`src/hw/rtl/otun_pkg.sv`:
```
// Shared types and constants for the oriented triangle unit normal block.
package otun_pkg;

  localparam int unsigned CoordW = 32;
  localparam int unsigned EdgeW  = CoordW + 1;
  localparam int unsigned InW    = 11 * CoordW;
  localparam int unsigned OutW   = 128;
  localparam int unsigned CountW = 31;

  // Edge vectors of one selected triangle, after any vertex exchange.
  typedef struct packed {
    logic [2:0][EdgeW-1:0] u;
    logic [2:0][EdgeW-1:0] w;
    logic                  swap;
  } tri_t;

endpackage

```
`src/hw/rtl/otun_front.sv`:
```
// Front end: label match, vertex exchange and edge vectors.
module otun_front import otun_pkg::*; (
  input  logic            clk_i,
  input  logic            rst_ni,
  input  logic [InW-1:0]  in_data_i,
  input  logic            in_valid_i,
  output logic            in_ready_o,
  input  logic [31:0]     target_i,
  input  logic            q_full_i,
  output logic            q_push_o,
  output tri_t            q_data_o
);

  logic [2:0][CoordW-1:0] v1, v2, v3;
  logic                   front_hit, back_hit;

  assign front_hit = in_data_i[9*CoordW +: CoordW] == target_i;
  assign back_hit  = in_data_i[10*CoordW +: CoordW] == target_i;

  always_comb begin
    for (int i = 0; i < 3; i++) begin
      v1[i] = in_data_i[i*CoordW +: CoordW];
      v2[i] = front_hit ? in_data_i[(3+i)*CoordW +: CoordW] : in_data_i[(6+i)*CoordW +: CoordW];
      v3[i] = front_hit ? in_data_i[(6+i)*CoordW +: CoordW] : in_data_i[(3+i)*CoordW +: CoordW];
      q_data_o.u[i] = EdgeW'($signed({v2[i][CoordW-1], v2[i]}) -
                             $signed({v1[i][CoordW-1], v1[i]}));
      q_data_o.w[i] = EdgeW'($signed({v3[i][CoordW-1], v3[i]}) -
                             $signed({v1[i][CoordW-1], v1[i]}));
    end
    q_data_o.swap = !front_hit;
  end

  assign in_ready_o = !q_full_i;
  assign q_push_o   = in_valid_i && in_ready_o && (front_hit || back_hit);

endmodule

```
`config.mk`:
```
export PLATFORM = sky130hd
export DESIGN_NAME = otun_front
export DESIGN_NICKNAME = d
export VERILOG_FILES = /design/src/hw/rtl/otun_pkg.sv /design/src/hw/rtl/otun_front.sv
export SDC_FILE = /design/constraint.sdc
export NUM_CORES = 1
export LEC_CHECK = 0
export BUFFER_PORTS_ARGS = -buffer_cell sky130_fd_sc_hd__buf_4
export CAP_MARGIN = 20
export CORE_AREA = 10 10 220 222
export DETAILED_ROUTE_END_ITERATION = 12
export DIE_AREA = 0 0 230 232
export GPL_TIMING_DRIVEN = 1
export PLACE_DENSITY = 0.53
export SLEW_MARGIN = 10
export SYNTH_ARGS = -nofsm -noshare
export SYNTH_HDL_FRONTEND = slang
export SYNTH_SLANG_ARGS = --single-unit
```
`constraint.sdc`:
```
create_clock -name vclk -period 19.77
set_input_delay 3.954 -clock vclk [all_inputs]
set_output_delay 3.954 -clock vclk [all_outputs]
set_load 0.005 [all_outputs]
```
==> results of run 1 <==
## synthesized netlist by cell type (all sizes together) (7+ instances only)
cell    number  area (um2)
nand2      671        2520
mux2i        8        80.1
a31oi       23         159
nor2        93         349
o21bai      18         135
or3          7        43.8
o31a         9        78.8
clkbuf      84         315
a21oi      164         832
a31o         7        61.3
inv        145         544
nor4        12        75.1
and2        12        75.1
xor2       102         893
buf          7        33.8
o21a        23         173
a21o       127         955
and3        18         113
ha         192        2400
nand3       40         200
nor2b       25         156
a211oi      12        95.1
o211ai       7        52.6
a21boi       7        52.6
nor3        23         115
nand4       37         231
o22ai        8        50.1
o21ai       89         449
xnor2      126        1100
nand2b      15        93.8
## critical path, cell delays in order
cell,delay (ps)
buf_4,140
xor2_1,140
nor4_1,470
and4_4,610
buf_4,830
mux2i_1,280
ha_1,210
inv_1,70
fa_1,460
a211o_1,340
a21oi_2,200
a21oi_1,140
a311o_1,460
o2111ai_1,340
a311oi_1,220
nand2_1,140
o22ai_1,120
a211oi_1,210
buf_4,160
## power groups by stage
stage	Clock [mW]	Combinational, mW	Sequential, mW
final	0.0000000273	0.650	0
after detailed placement	0	0.648	0
after CTS	0	0.652	0
after global routing	0.0000000136	0.708	0
after floorplan	0	0.332	0
after global placement	0	0.646	0
## area by class of cell
| class | instances | area [um2] |
|---|---|---|
| Fill cell | 4881 | 25900 |
| Timing Repair Buffer | 592 | 4440 |
| Antenna cell | 4 | 10.0 |
| Inverter | 145 | 549 |
| Tap cell | 592 | 741 |
| Multi-Input combinational cell | 1947 | 12300 |
## metrics by stage
stage / util [%] / instances
after detailed placement: 41.1 / 3276
after global placement: 41.1 / 3276
after global routing: 41.1 / 3278
after CTS: 41.1 / 3276
after floorplan: - / 2183
final: 41.1 / 3280
## cells by family after synthesis
| kind of cell | synth area share, % |
|---|---|
| and+or+nand+nor | 30.9 |
| adders and majority gates | 19.1 |
| buffers and inverters | 6.76 |
| AOI/OAI and AO/OA | 27.5 |
| xor gates and xnor gates | 15.1 |
| muxes | 0.606 |
## worst min path at each step
stage                  start         end  slack (ps)  cells past startpoint
global placement    q_full_i  in_ready_o        8140                      3
detailed placement  q_full_i  in_ready_o        8150                      3
CTS                 q_full_i  in_ready_o        8150                      3
floorplan           q_full_i  in_ready_o        7940                      1
finish              q_full_i  in_ready_o        8150                      3
global route        q_full_i  in_ready_o        8160                      3
## per-layer routing
metal,global-route usage (%),up-vias,routed length [um]
met4,3.12,0,1050
met1,26.0,7765,26400
met5,0,-,0
li1,-,8484,-
met2,39.9,465,31700
met3,4.24,40,4250
## cell usage in the layout (no fill, tap or decap), types with 7 or more instances in the layout
| master | instances |
|---|---|
| a211oi_1 | 11 |
| a21boi_0 | 7 |
| a21o_1 | 126 |
| a21oi_1 | 161 |
| a31oi_1 | 22 |
| and2_1 | 12 |
| and3_1 | 18 |
| buf_4 | 592 |
| ha_1 | 192 |
| inv_1 | 144 |
| mux2i_1 | 8 |
| nand2_1 | 671 |
| nand2b_1 | 15 |
| nand3_1 | 40 |
| nand4_1 | 37 |
| nor2_1 | 93 |
| nor2b_1 | 25 |
| nor3_1 | 23 |
| nor4_1 | 12 |
| o211ai_1 | 7 |
| o21a_1 | 23 |
| o21ai_0 | 82 |
| o21bai_1 | 18 |
| o22ai_1 | 8 |
| o31a_1 | 9 |
| or3_1 | 7 |
| xnor2_1 | 126 |
| xor2_1 | 102 |
==> impl_results.md, run 1 <==
* Status: finished, final reports clean
* DIE AREA at 53400 um2
* Switching share of total power at 51.4%
* Mapped Nets at 2769
* Setup bufs post-CTS at 0
* GR Util All Layers at 21.7%
* Clock network power share at 0%
* Port buffer count at 587
* Startpoint types: input port
* Slew margin rel. at 32.4%
* Worst Setup SP: target_i[4]
* Hold_buf cts at 0
* # DRC at 0
* DP Worst Slack at 6250 ps
* Max-slew violation count at 0
* CP arrival at 9540 ps
* Die Wd at 230 um
* Sequential cell area at 0 um2
* Die H at 232 um
* Worst Max-Slew Pin Slew at just over 1000 ps
* Hold crit path type: input port to output port
* Critical Path End: q_data_o[31]
* Core ar. at between 40000 and 50000 um2
* Initial Util at 30.1%
* Final instance area at 18100 um2
* Sequential area share after synthesis at 0%
* Detailed Route Iter0 Violations at 1062
* Clkbuf count at 0
* TritonRoute pass-1 iters at 5
* Largest net degree at the start of global routing at 91
* Initial antenna violation count at 4
* Total power at 0.650 mW
* First-pass GRT wire length at between 90000 and 100000 um
* Final wirelength at around 63000 um
* Final hold slack at 8150 ps
* Final HPWL DP at 56200 um
* Cells after Synth at 2183
* Vias per inst at 5.11
* DR vias at 16.8k
* Layout cell share with drive strength beyond 1 at a little under a quarter
* Gp weighted congestion at 0.920
* Setup TNS at 0 ps
* Grt ovf at 0
* Number of gates resized after CTS at 0
* Setup crit end kind: output port
* Row Count at 77
* Power share of the combinational group at 100.0%
* Post-route ant nets at 0
* Fmax at 74.1 MHz
* Final min period at 13490 ps
* Wire length per cell at roughly 19 um
* Cell variety after synth at 73
* MaxCap Viol Count at 0
* RSZ-0062 raised after global routing: no
* Placed cell area at 18100 um2
* Post-Syn Area at around 13000 um2
* Setup Viol. Count Final at 0
* Crit path max fanout at 86
* Switching power at 0.334 mW
* Final Hold Vio Count at 0
* Internal power at between 0.3 and 0.4 mW
* WP data required at 15820 ps
* Final #Nets at 3272
* Avg Inst Size Synth at 6.05 um2
* Crit path kind: input port to output port
* Tcrit/Tclk final at 68.2%
* Final setup margin at 6280 ps
* Vias in the first global route at around 16k
* Synth Warn # at 0
* Num sequential at 0
* Seq pwr share at 0%
* Max IR drop VDD at 0.0201 mV
* PD cells at roughly 36 nW/um2
* Leak at 9.98 nW
* # IOs at 589
* Layout Area Growth over Synthesis at 36.7%
Power figures use the tool's default switching activity.
==> inputs of run 2 (changes only) <==
- ABC_AREA: not set -> 1
- CORE_AREA: 10 10 220 222 -> 10 10 222 224
- DIE_AREA: 0 0 230 232 -> 0 0 232 234
- PLACE_DENSITY: 0.53 -> 0.67
- clock period: 19.77 -> 11.9 ns (I/O delays scaled with it)
==> impl_results.md, run 2 <==
* Worst Max-Slew Pin Slew at 1010 ps (-1.38 ps)
* Synth area leaders: nand2_1 39%, inv_1 17%, ha_1 13%
* # DRC at 0 (unchanged)
* Die H at 234 um (+0.86%)
* Hold_buf cts at 0 (unchanged)
* Worst Setup SP: in_data_i[300]
* Clkbuf count at 0 (unchanged)
* RSZ-0062 raised after global routing: no
* Final wirelength at 82500 um (+30%)
* Final design utilization at 51.4% (+10 points)
* Cell variety after synth at 20 (-73%)
* Setup Viol. Count Final at 0 (unchanged)
* Grt ovf at 0 (unchanged)
* Final #Nets at 5039 (+54%)
* DIE AREA at 54300 um2 (+1.7%)
* Synth Warn # at 0 (unchanged)
* Post-Syn Area at 18200 um2 (+37%)
* MaxCap Viol Count at 0 (unchanged)
* Post-synth top cells: 1869 x nand2_1, 827 x inv_1, 364 x nand3_1
* Die Wd at 232 um (+0.87%)
* Vias in the first global route at 22.3k (+38%)
* Layout Area Growth over Synthesis at 27.0%
* Final min period at 9360 ps
* Internal power at 0.509 mW (+61%)
* Sequential area share after synthesis at 0% (unchanged)
* Initial antenna violation count at 11 (+7)
* Min-delay src: q_full_i
* Tcrit/Tclk final at 78.7%
* CP max-delay cell: buf_4
* Filler cell count at 5212 (+6.8%)
* Top cell type's share of synthesized area at 38.6% (+20 points)
* Setup TNS at 0 ps (unchanged)
* TritonRoute pass-1 iters at 6 (+1)
* Crit path max fanout at 101 (+17%)
* Crit path kind: input port to output port
* Row Count at 78 (+1.3%)
* Layout cell share with drive strength beyond 1 at 13.5% (-9.6 points)
* Min-Delay Endpoint: in_ready_o
* Setup bufs post-CTS at 0 (unchanged)
* Num sequential at 0 (unchanged)
* Seq pwr share at 0% (unchanged)
* GR Util All Layers at 28.3% (+6.6 points)
* Post-route ant nets at 0 (unchanged)
* CP arrival at 6980 ps (-2560 ps)
* Max IR drop VDD at 0.0317 mV (+58%)
* Leak at 15.9 nW (+59%)
* Power share of the combinational group at 100.0% (about the same)
* PD cells at 52.8 nW/um2 (+47%)
* Slew margin rel. at 32.5% (+0.092 points)
* Core ar. at 44900 um2 (+2.2%)
* Setup crit end kind: output port
* WP data required at 9520 ps (-6300 ps)
* Worst hold stages at 3 (unchanged)
* Switching share of total power at 58.3% (+6.9 points)
* Max-slew violation count at 0 (unchanged)
* First-pass GRT wire length at 123000 um (+32%)
* Post-synth top area cell: nand2_1
* Hold crit path type: input port to output port
* Switching power at 0.710 mW (+110%)
* Status: finished, final reports clean
* Commonest non-fill, non-tap cell in the layout: nand2_1
* Fmax at ~110 MHz
* Final HPWL DP at 73800 um (+31%)
* DR vias at 24.6k (+47%)
* Critical-path cell list: buf_4, xnor2_1, nand2_1, nor2_1, nand2_1, nor2_4, nand2_8, buf_4, nand2_1, nand2_1, ha_1, inv_1, fa_1, nand2_1, nand3_1, nand3_1, nand2_1, nand2_1, nand2_1, xor2_1, buf_4
* Vias per inst at 4.87 (-4.7%)
* Initial Util at 40.5% (+10 points)
* Clock network power share at 0% (unchanged)
* Avg Inst Size Synth at 4.63 um2 (-23%)
* Gp weighted congestion at 1.00 (+8.8%)
* Cells after Synth at 3922 (+80%)
* # IOs at 589 (unchanged)
* Port buffer count at 587 (unchanged)
* Final Hold Vio Count at 0 (unchanged)
* Max incr delay on CP at 560 ps (-270 ps)
* Detailed Route Iter0 Violations at 2217 (+110%)
* Most common cell in the netlist: nand2_1
* Startpoint types: input port
* Commonest cells after routing, fill and taps aside: 1869 x nand2_1, 827 x inv_1, 592 x buf_4, 364 x nand3_1, 237 x nor2_1
* Number of gates resized after CTS at 0 (unchanged)
* CP dominant cell by count: nand2_1
* Wire length per cell at 16.3 um (-16%)
* Mapped Nets at 4508 (+63%)
* Sequential cell area at 0 um2 (unchanged)
* Largest net degree at the start of global routing at 102 (+12%)
run 2: changes by cell type after synthesis, moves of 67 or more:
cell and change:
a21o_1 -126, o21ai_0 -82, clkbuf_1 -80, nor2_1 +144, inv_1 +682, xnor2_1 -67
nand3_1 +324, nand2_1 +1198
run 2: how the worst max path moves through the flow:
| stage | end | slack (ps) | cells after the start |
|---|---|---|---|
| 2_1_floorplan | q_data_o[33] | 4820 | 22 |
| 3_3_place_gp | q_data_o[79] | 2590 | 21 |
| 3_5_place_dp | q_data_o[79] | 2580 | 21 |
| 4_1_cts | q_data_o[79] | 2580 | 21 |
| 5_1_grt | q_data_o[79] | 2190 | 21 |
| 6_report | q_data_o[79] | 2540 | 21 |
run 2: layout make-up:
class                      count  area (um2)  area share [%]
timing repair buffer         592        4440            19.3
inverter                     827        3100            13.5
multi-input combinational   3032       14700            63.9
tap                          600         751            3.25
antenna                        7        17.5          0.0759
run 2: through the flow:
step / hold WS [ps] / setup WS, ps / area [um2] / instances / total power, mW
after global placement: 5000 / 2590 / 23000 / 5051 / 1.20
final: 5010 / 2540 / 23100 / 5058 / 1.22
after CTS: 5010 / 2580 / 23000 / 5051 / 1.21
after detailed placement: 5010 / 2580 / 23000 / 5051 / 1.21
after floorplan: 4790 / 4820 / 18200 / 3922 / 0.632
after global routing: 5020 / 2190 / 23100 / 5057 / 1.34
run 2: logic make-up (layout without fill, tap and decap cells):
logic type	Yosys count	in the layout	synth area share [%]
AND/OR/NAND/NOR	2528	2528	55.4
adder cells (fa/ha/maj)	198	198	13.9
AO/OA/AOI/OAI	151	151	4.33
buffers and inverters	890	1419	18.9
XOR/XNOR	155	155	7.47
other	0	7	0
run 2: critical path, delay by kind of cell:
kind,cells,cell delay (ps)
XOR/XNOR,2,630
buffers and inverters,4,1050
adder cells (fa/ha/maj),2,490
AND/OR/NAND/NOR,13,2320
run 2: power groups by stage:
| stage | clock [mW] | combinational [mW] | sequential [mW] |
|---|---|---|---|
| 2_1_floorplan | 0 | 0.632 | 0 |
| 3_3_place_gp | 0 | 1.20 | 0 |
| 3_5_place_dp | 0 | 1.21 | 0 |
| 4_1_cts | 0 | 1.21 | 0 |
| 5_1_grt | 0.0000000677 | 1.34 | 0 |
| 6_report | 0.0000000793 | 1.22 | 0 |
run 2: per-layer routing:
metal / vias up / share of wire [%] / global-route usage [%]
li1: 12794 / - / -
met1: 10736 / 41 / 35.1
met2: 991 / 47 / 50.1
met3: 92 / 8.4 / 4.38
met4: 4 / 3.2 / 7.43
met5: - / 0.033 / 0
