===== config.mk =====
export PLATFORM = sky130hd
export DESIGN_NAME = otun_fifo
export DESIGN_NICKNAME = d
export VERILOG_FILES = /design/src/hw/rtl/otun_pkg.sv /design/src/hw/rtl/otun_fifo.sv
export SDC_FILE = /design/constraint.sdc
export NUM_CORES = 1
export LEC_CHECK = 0
export BUFFER_PORTS_ARGS = -buffer_cell sky130_fd_sc_hd__buf_2
export CAP_MARGIN = 20
export CORE_MARGIN = 2
export CORE_UTILIZATION = 50
export CTS_BUF_LIST = sky130_fd_sc_hd__clkbuf_4
export DETAILED_ROUTE_END_ITERATION = 6
export GPL_TIMING_DRIVEN = 0
export PLACE_DENSITY = 0.75
export REMOVE_ABC_BUFFERS = 1
export SYNTH_ARGS = -nofsm -noshare
export SYNTH_HDL_FRONTEND = slang
export SYNTH_SLANG_ARGS = --single-unit

===== constraint.sdc =====
create_clock -name clk_i -period 13.86 [get_ports clk_i]
set_input_delay 2.772 -clock clk_i [delete_from_list [all_inputs] [get_ports clk_i]]
set_output_delay 2.772 -clock clk_i [all_outputs]
set_load 0.02 [all_outputs]

===== src/hw/rtl/otun_pkg.sv =====
// Shared types and constants for the oriented triangle unit normal block.
package otun_pkg;

  localparam int unsigned CoordW = 32;
  localparam int unsigned EdgeW  = CoordW + 1;
  localparam int unsigned InW    = 11 * CoordW;
  localparam int unsigned OutW   = 128;
  localparam int unsigned CountW = 31;

  // Edge vectors of one selected triangle, after any vertex exchange.
  typedef struct packed {
    logic [2:0][EdgeW-1:0] u;
    logic [2:0][EdgeW-1:0] w;
    logic                  swap;
  } tri_t;

endpackage


===== src/hw/rtl/otun_fifo.sv =====
// Two-entry queue between the front end and the back end.
module otun_fifo import otun_pkg::*; (
  input  logic clk_i,
  input  logic rst_ni,
  input  logic push_i,
  input  tri_t data_i,
  output logic full_o,
  input  logic pop_i,
  output logic empty_o,
  output tri_t data_o
);

  tri_t       mem_q [2];
  logic       wptr_q, rptr_q;
  logic [1:0] cnt_q;

  assign full_o  = cnt_q == 2'd2;
  assign empty_o = cnt_q == 2'd0;
  assign data_o  = mem_q[rptr_q];

  always_ff @(posedge clk_i) begin
    if (push_i) begin
      mem_q[wptr_q] <= data_i;
    end
  end

  always_ff @(posedge clk_i or negedge rst_ni) begin
    if (!rst_ni) begin
      wptr_q <= 1'b0;
      rptr_q <= 1'b0;
      cnt_q  <= 2'd0;
    end else begin
      if (push_i) wptr_q <= !wptr_q;
      if (pop_i) rptr_q <= !rptr_q;
      cnt_q <= cnt_q + 2'(push_i) - 2'(pop_i);
    end
  end

endmodule


==> results_dict.tcl, run 1 <==
set metrics [dict create \
    synth-simple-area-share 0.00153 \
    dr.pass1.iters 4 \
    syn_inst 634 \
    die_area_mm2 0.0308 \
    wl_per_cell_um 18.3 \
    cts_root_buf "clkbuf_4" \
    globalRoute.totalOverflow 0 \
    synth_fa_ha_area_frac 0.00170 \
    yosysUniqueCellTypes 12 \
    antenna_found_initial 10 \
    slew_violations 0 \
    synth_seq_cells 402 \
    io_buffers 403 \
    routed_via_density 4.93 \
    path_class "reg2out" \
    synth.mux.area_fraction 0.153 \
    h-tree-depth 3 \
    synth_top_family_by_area "multiplexers" \
    p_sw_mw 1.25 \
    synth_compound_area_frac 0 \
    total_power_mw 3.82 \
    post_cts_buffers 0 \
    initial_utilization 0.510 \
    synthFlopType "edfxtp_1" \
    drc 0 \
    clock_skew_ns 0.0318 \
    outcome "finished, final reports clean" \
    max-clock-path-buffers 3 \
    critPathArrivalTime_ns 2.43 \
    final_area_mm2 0.0184 \
    totalWireLength_um 28800 \
    max_slew_margin 0.592 \
    endpoint_kind "primary output" \
    power.density_mw_per_mm2 208 \
    post-route-period-util 0.375 \
    area_delta_synth_final_pct 25.2 \
    p_leak_nw 7.03 \
    finalSetupViolations 0 \
    routed-via-count 7777 \
    p_comb_frac 0.334 \
    ir_worst_vdd_mv 0.145 \
    yosys-top-cells-count "edfxtp_1, mux2_2, clkbuf_8, dfrtp_1, buf_6" \
    fmax_mhz 192 \
    core_area_mm2 0.0288 \
    rows 62 \
    ios 404 \
    grt_max_degree 67 \
    grt_first_pass_wirelength_um 42600 \
    period_minus_slack_ns 5.20 \
    clockPowerShare 0.226 \
    yosysTopAreaCell "edfxtp_1" \
    cts_tree "yes" \
    met2_usage 0.306 \
    place_area_mm2 0.0172 \
    synth.avg_cell_area_um2 23.2 \
    rsz0062_at_grt "no" \
    synth_edf_count 398 \
    fp.dieW_um 175 \
    final.setup.tns_ns 0 \
    maxCapViolations 0 \
    cts.repair.resized 0 \
    cts_hold_buf 0 \
    internal-power_mw 2.58 \
    critPathMaxFanout 61 \
    die_height_um 175 \
    swShare 0.326 \
    synth_most_common_cell "edfxtp_1" \
    cts_buffers 99 \
    clock_sinks 402 \
    drtIter0Drc 369 \
    netlist_area_mm2 0.0147 \
    grt_use_met1 0.194 \
    ant_nets 0 \
    grt_util_all_layers 0.182 \
    drive_above_1_share 0.643 \
    synth_top_area_frac 0.814 \
    final_cells 1576 \
    cp.required_ns 11.09 \
    busiest_layer "met2" \
    synthXorXnorAreaFrac 0.00281 \
    cp-start-kind "register" \
    final_util 0.639 \
    synthTopCellsByArea "edfxtp_1, mux2_2, clkbuf_8, dfrtp_1, buf_6" \
    path_clk_slew_ns 0.07 \
    layout.nets 1335 \
    dp_cells 1413 \
    hold_viol_final 0 \
    routabilityCongestion 0.773 \
    yosysWarnings 0 \
    hp-class "reg2reg" \
    p_seq_frac 0.440 \
    synthArstFlopShare 0.00995 \
    synth-seq-area-share 0.821 \
    grt_pass1_vias 8162 \
    clk_latency_ns 0.66 \
    dp_hpwl_um 19600 \
    use_met3 0.0846 \
    worst_pin_slew_ns 0.611 \
]
## path summary, 6_finish.rpt
check	startpoint	end	slack [ns]	depth (start not counted)
min in group asynchronous	rst_ni	rptr_q$_DFFE_PN0P_	1.90	1
hold reg to reg	wptr_q$_DFFE_PN0P_	wptr_q$_DFFE_PN0P_	0.55	1
setup / recovery	rptr_q$_DFFE_PN0P_	data_o[118]	8.66	3
hold / removal	wptr_q$_DFFE_PN0P_	wptr_q$_DFFE_PN0P_	0.55	1
max in group asynchronous	rst_ni	rptr_q$_DFFE_PN0P_	11.83	1
setup reg to reg	wptr_q$_DFFE_PN0P_	mem_q[0][42]$_DFFE_PP_	11.76	5
## routing by layer
metal,routed length (um),vias to the layer above
met1,10300,3748
met5,27,-
met4,884,4
li1,-,3621
met2,14700,343
met3,2940,61
## sequential cells by signal, indices dropped and copies added (netlist names)
| name | flops |
|---|---|
| mem_q | 398 |
| cnt_q | 2 |
| rptr_q | 1 |
| wptr_q | 1 |
## power groups by stage
stage	clock [mW]	sequential [mW]	combinational [mW]
final	0.863	1.68	1.28
after global routing	0.964	1.70	1.36
after CTS	0.901	1.69	1.30
after detailed placement	0	1.71	1.29
after global placement	0	1.91	1.26
after floorplan	0	1.81	0.811
## stage by stage
step / hold slack [ns] / setup WS [ns]
5_1_grt: 0.571 / 8.47
4_1_cts: 0.557 / 8.52
6_report: 0.554 / 8.66
3_3_place_gp: 0.472 / -3.60
2_1_floorplan: 0.455 / 1.72
3_5_place_dp: 0.545 / 9.24
## cell usage in the layout, fill, tap and decap left out, types with 2 or more instances in the layout
master    count
inv_1         2
diode_2       8
buf_2       403
clkbuf_4    136
clkinv_2      2
clkinv_4      3
buf_12        5
dfrtp_1       3
clkinv_1     13
xor2_1        2
buf_16        9
mux2_2      199
ha_1          2
edfxtp_1    398
## cell type report
type                    count  area [um^2]
diodes                      8         20.0
well taps                 384          480
multi-input cells         208         2340
clock buffers             136         1020
repair buffers            417         2360
clock inverters            19         92.6
fillers                  2118        10400
inverters                   2         7.51
flip-flops and latches    402        12100
## cells by family after synthesis
logic type,Yosys count
DFF,402
muxes,199
buffers and inverters,24
and+or+nand+nor,4
xor gates and xnor gates,3
adders and majority gates,2
## worst max-delay path: stages (launching register included)
cell     delay, ns
dfrtp_4       0.80
buf_16        0.36
mux2_2        0.40
buf_2         0.17
Power figures use the tool's default switching activity.
==> run 2, diff against run 1 <==
Settings changed: ABC_AREA set to 1.
Clock period 13.86 ns to 5.4 ns, I/O delays scaled along.
==> results_dict.tcl, run 2 <==
set metrics [dict create \
    routed-via-count 9426 \
    endpoint_kind "primary output" \
    cp_common_cell "buf_16" \
    critPathTopFamily "buffers and inverters" \
    rows 63 \
    yosysTopAreaCell "edfxtp_1" \
    grt_pass1_vias 9601 \
    final.setup.tns_ns 0 \
    drive_above_1_share 0.353 \
    routed_via_density 4.73 \
    final_area_mm2 0.0186 \
    outcome "finished, final reports clean" \
    hold_viol_final 0 \
    wl_per_cell_um 15.4 \
    path_clk_slew_ns 0.06 \
    maxCapViolations 0 \
    yosysUniqueCellTypes 13 \
    clk_latency_ns 0.69 \
    period_minus_slack_ns 3.96 \
    mostFrequentLayoutCells "buf_2, edfxtp_1, inv_1, nand2_1, o21ai_0" \
    drc 0 \
    post-route-period-util 0.734 \
    die_height_um 177 \
    final_common_cell "buf_2" \
    grt_max_degree 117 \
    die_area_mm2 0.0312 \
    final_cells 1992 \
    grt_util_all_layers 0.192 \
    syn_inst 1064 \
    max_slew_margin 0.476 \
    fillerInstances 2222 \
    place_area_mm2 0.0175 \
    drtIter0Drc 509 \
    initial_utilization 0.505 \
    io_buffers 403 \
    worst_pin_slew_ns 0.786 \
    finalSetupViolations 0 \
    critPathArrivalTime_ns 2.88 \
    totalWireLength_um 30700 \
    synth_seq_cells 402 \
    ir_worst_vdd_mv 0.505 \
    critPathMaxFanout 116 \
    synthFlopType "edfxtp_1" \
    synth-seq-area-share 0.810 \
    ios 404 \
    synthArstFlopShare 0.00995 \
    cts.repair.resized 0 \
    yosysWarnings 0 \
    antenna_found_initial 9 \
    power.density_mw_per_mm2 543 \
    core_area_mm2 0.0295 \
    path_class "reg2out" \
    total_power_mw 10.1 \
    largest_register "mem_q" \
    grt_first_pass_wirelength_um 46700 \
    clock_skew_ns 0.0424 \
    p_leak_nw 8.07 \
    path_buf_inv 4 \
    slowest_delay_ns 0.69 \
    synth_edf_count 398 \
    final_util 0.632 \
    cts_tree "yes" \
    dp_hpwl_um 20800 \
    area_delta_synth_final_pct 25.3 \
    post_cts_buffers 0 \
    globalRoute.totalOverflow 0 \
    synthTopCellsByArea "edfxtp_1, o21ai_0, inv_1, nand2_1, o21ai_1" \
    ant_nets 0 \
    synth_top_area_frac 0.803 \
    rsz0062_at_grt "no" \
    fmax_mhz 252 \
    hp-class "in2async" \
    synth_most_common_cell "edfxtp_1" \
    largest_reg_flops 398 \
    dp_cells 1825 \
    cts_buffers 100 \
    slew_violations 0 \
    fp.dieW_um 177 \
    netlist_area_mm2 0.0149 \
    clock_sinks 402 \
    cp_slowest_cell "dfrtp_4" \
    crit_chain "buf_16 > buf_16 > buf_16 > nand2_1 > o21ai_0 > buf_2" \
    cp.required_ns 4.32 \
    yosys-top-cells-count "edfxtp_1, inv_1, nand2_1, o21ai_0, o21ai_1" \
    cp-start-kind "register" \
    h-tree-depth 3 \
    max-clock-path-buffers 3 \
    largestRegisters "mem_q (398), cnt_q (2)" \
    routabilityCongestion 0.748 \
    dr.pass1.iters 5 \
    layout.nets 1742 \
    synth.avg_cell_area_um2 14.0 \
    cts_root_buf "clkbuf_4" \
    cts_hold_buf 0 \
]
run 2: cell count changes after synthesis, sizes merged:
cell   delta
nand3     +1
xor3      -1
and2      -1
nor2b     -2
inv     +204
nand2   +205
o21ai   +199
mux2    -199
nor2      +2
buf      +22
run 2: final cells by class:
cell class	count	area, um^2	area share
sequential	402	12100	0.647
tap	390	488	0.0262
clock buffer	138	1040	0.0556
antenna	7	17.5	0.000940
clock inverter	22	129	0.00691
multi-input combinational	412	1830	0.0983
inverter	206	781	0.0419
timing repair buffer	415	2300	0.124
run 2: worst paths after layout:
path | start | end | slack [ns] | depth (start not counted)
setup / recovery | rptr_q$_DFFE_PN0P_ | data_o[140] | 1.44 | 6
hold / removal | rst_ni | wptr_q$_DFFE_PN0P_ | 0.18 | 1
setup reg to reg | wptr_q$_DFFE_PN0P_ | mem_q[0][122]$_DFFE_PP_ | 3.30 | 4
hold reg to reg | wptr_q$_DFFE_PN0P_ | wptr_q$_DFFE_PN0P_ | 0.57 | 1
max in group asynchronous | rst_ni | rptr_q$_DFFE_PN0P_ | 5.08 | 1
min in group clk_i | data_i[69] | mem_q[0][69]$_DFFE_PP_ | 0.55 | 1
run 2: kinds of logic after synthesis:
| family | share of synthesized area |
|---|---|
| AND/OR/NAND/NOR | 0.0528 |
| adder cells (fa/ha/maj) | 0.00168 |
| AO/OA/AOI/OAI | 0.0669 |
| buffers and inverters | 0.0675 |
| flip-flops | 0.810 |
| XOR/XNOR | 0.00118 |
run 2: stage by stage:
step / setup slack, ns / hold slack, ns
3_3_place_gp: -9.74 / 0.477
2_1_floorplan: -4.80 / 0.463
5_1_grt: 1.15 / 0.0802
6_report: 1.44 / 0.179
3_5_place_dp: 2.14 / 0.552
4_1_cts: 1.34 / 0.0868
run 2: power by group:
part / switching (mW) / leakage, nW / internal, mW / total [mW]
combinational: 2.48 / 3.60 / 1.01 / 3.48
clock: 1.12 / 0.689 / 1.22 / 2.33
sequential: 0.178 / 3.78 / 4.14 / 4.32
total: 3.77 / 8.07 / 6.36 / 10.1
run 2: layer usage:
metal	global-route usage	vias to the layer above	wire, um
met5	0	-	36
met4	0.0978	6	1060
met3	0.0833	75	3180
met2	0.330	392	15500
met1	0.201	4341	10900
li1	-	4612	-
==> run 3, diff against run 2 <==
Settings changed: CORE_UTILIZATION 50 to 49, PLACE_DENSITY 0.75 to 0.76.
Clock period 5.4 ns to 3.51 ns, I/O delays scaled along.
==> results_dict.tcl, run 3 (synthesis gave the netlist of run 2 again) <==
set metrics [dict create \
    rsz0062_at_grt "no" \
    die_area_mm2 0.0318 \
    routabilityCongestion 0.763 \
    grt_first_pass_wirelength_um 47400 \
    mostFrequentLayoutCells "buf_2, edfxtp_1, inv_1, nand2_1, o21ai_0" \
    holdWs_ns 0.172 \
    hold_path_end "mem_q[0][148]$_DFFE_PP_" \
    globalRoute.totalOverflow 0 \
    max-clock-path-buffers 3 \
    ir_worst_vdd_mv 0.657 \
    fillerInstances 2261 \
    ant_nets 0 \
    largestRegisters "mem_q (398), cnt_q (2)" \
    cp_slowest_cell "dfrtp_4" \
    path_clk_slew_ns 0.07 \
    dp_hpwl_um 20800 \
    final.setup.tns_ns 0 \
    io_buffers 403 \
    grt_util_all_layers 0.196 \
    place_area_mm2 0.0174 \
    rr_worst_depth 3 \
    layout.nets 1746 \
    drc 0 \
    ios 404 \
    antenna_found_initial 13 \
    path_class "reg2out" \
    grt_pass1_vias 9633 \
    r2r-end "mem_q[1][29]$_DFFE_PP_" \
    hp-class "in2reg" \
    worstReg2RegStart "wptr_q$_DFFE_PN0P_" \
    hold_viol_final 0 \
    cp_common_cell "buf_16" \
    p_leak_nw 8.12 \
    final_util 0.629 \
    fp.dieW_um 178 \
    cts_tree "yes" \
    wl_per_cell_um 16.0 \
    critPathMaxFanout 58 \
    holdPathStages 1 \
    maxCapViolations 0 \
    worst_pin_slew_ns 0.729 \
    total_power_mw 15.7 \
    final_area_mm2 0.0187 \
    die_height_um 178 \
    slowest_delay_ns 0.60 \
    final_common_cell "buf_2" \
    drtIter0Drc 521 \
    power.density_mw_per_mm2 839 \
    clock_sinks 402 \
    area_delta_synth_final_pct 25.9 \
    cp.required_ns 2.81 \
    routed_via_density 4.75 \
    critPathArrivalTime_ns 2.55 \
    totalWireLength_um 32200 \
    crit_chain "buf_12 > buf_16 > buf_16 > nand2_1 > o21ai_0 > buf_2" \
    drive_above_1_share 0.352 \
    cts_buffers 99 \
    fmax_mhz 307 \
    max_slew_margin 0.514 \
    routed-via-count 9543 \
    h-tree-depth 3 \
    grt_max_degree 107 \
    clk_latency_ns 0.71 \
    slew_violations 0 \
    dr.pass1.iters 4 \
    core_area_mm2 0.0298 \
    initial_utilization 0.499 \
    hold_path.startpoint "data_i[148]" \
    cp-start-kind "register" \
    post-route-period-util 0.927 \
    rrSetupSlack_ns 1.49 \
    finalSetupViolations 0 \
    largest_reg_flops 398 \
    outcome "finished, final reports clean" \
    endpoint_kind "primary output" \
    cts.repair.resized 0 \
    clock_skew_ns 0.0577 \
    largest_register "mem_q" \
    rows 63 \
    cts_root_buf "clkbuf_4" \
    period_minus_slack_ns 3.26 \
]
[run 3: cell count changes in the layout (fill, tap and decap cells not counted), sizes merged]
cell         previous run  this run
diode                   7        11
dlygate4sd3             0         1
bufinv                  1         0
buf                   415       417
clkbuf                138       139
clkinv                 18        29
bufbuf                  0         1
[run 3: metal layers]
| layer | track usage | up-vias | share of wire |
|---|---|---|---|
| li1 | - | 4638 | - |
| met1 | 0.204 | 4407 | 0.35 |
| met2 | 0.338 | 406 | 0.51 |
| met3 | 0.0750 | 84 | 0.098 |
| met4 | 0.115 | 8 | 0.040 |
| met5 | 0 | - | 0.0015 |
[run 3: layout make-up]
type	instances	area [um^2]	share of cell area
Antenna cell	11	27.5	0.00147
Clock buffer	138	1040	0.0553
Clock inverter	32	141	0.00754
Inverter	206	781	0.0417
Multi-Input combinational cell	412	1830	0.0977
Sequential cell	402	12100	0.643
Tap cell	390	488	0.0260
Timing Repair Buffer	420	2380	0.127
[run 3: power by group]
group	leakage [nW]	internal, mW	total, mW	switching [mW]
registers	3.78	6.36	6.62	0.252
logic	3.65	1.63	5.57	3.93
clock network	0.695	1.81	3.55	1.74
total	8.12	9.81	15.7	5.92
[run 3: worst max-delay path by stage]
stage	start	end	cells past startpoint
2_1_floorplan	push_i	mem_q[0][0]$_DFFE_PP_	2
3_3_place_gp	push_i	mem_q[0][47]$_DFFE_PP_	3
3_5_place_dp	rptr_q$_DFFE_PN0P_	data_o[12]	6
4_1_cts	rptr_q$_DFFE_PN0P_	data_o[84]	6
5_1_grt	rptr_q$_DFFE_PN0P_	data_o[84]	6
6_report	rptr_q$_DFFE_PN0P_	data_o[84]	6
[run 3: through the flow]
step                      std cells  setup slack [ns]
after floorplan                1020             -6.31
after global placement         1813            -11.30
after detailed placement       1825             0.553
after CTS                      1999            0.0372
after global routing           2006            0.0503
final                          2011             0.255
[run 3: critical path: cells and delay by family (launching register included)]
family | cells | cell delay (ns)
AO/OA/AOI/OAI | 1 | 0.13
buffers and inverters | 4 | 1.03
flip-flops | 1 | 0.60
AND/OR/NAND/NOR | 1 | 0.08
[run 3: what timing repair did]
action / 4_1_cts / 5_1_grt
hold buffers: 1 / 0
gates cloned: 1 / 1
endpoints found under the setup margin: 46 / 17
hold endpoints to repair: 4 / 0
setup buffers: 2 / 0
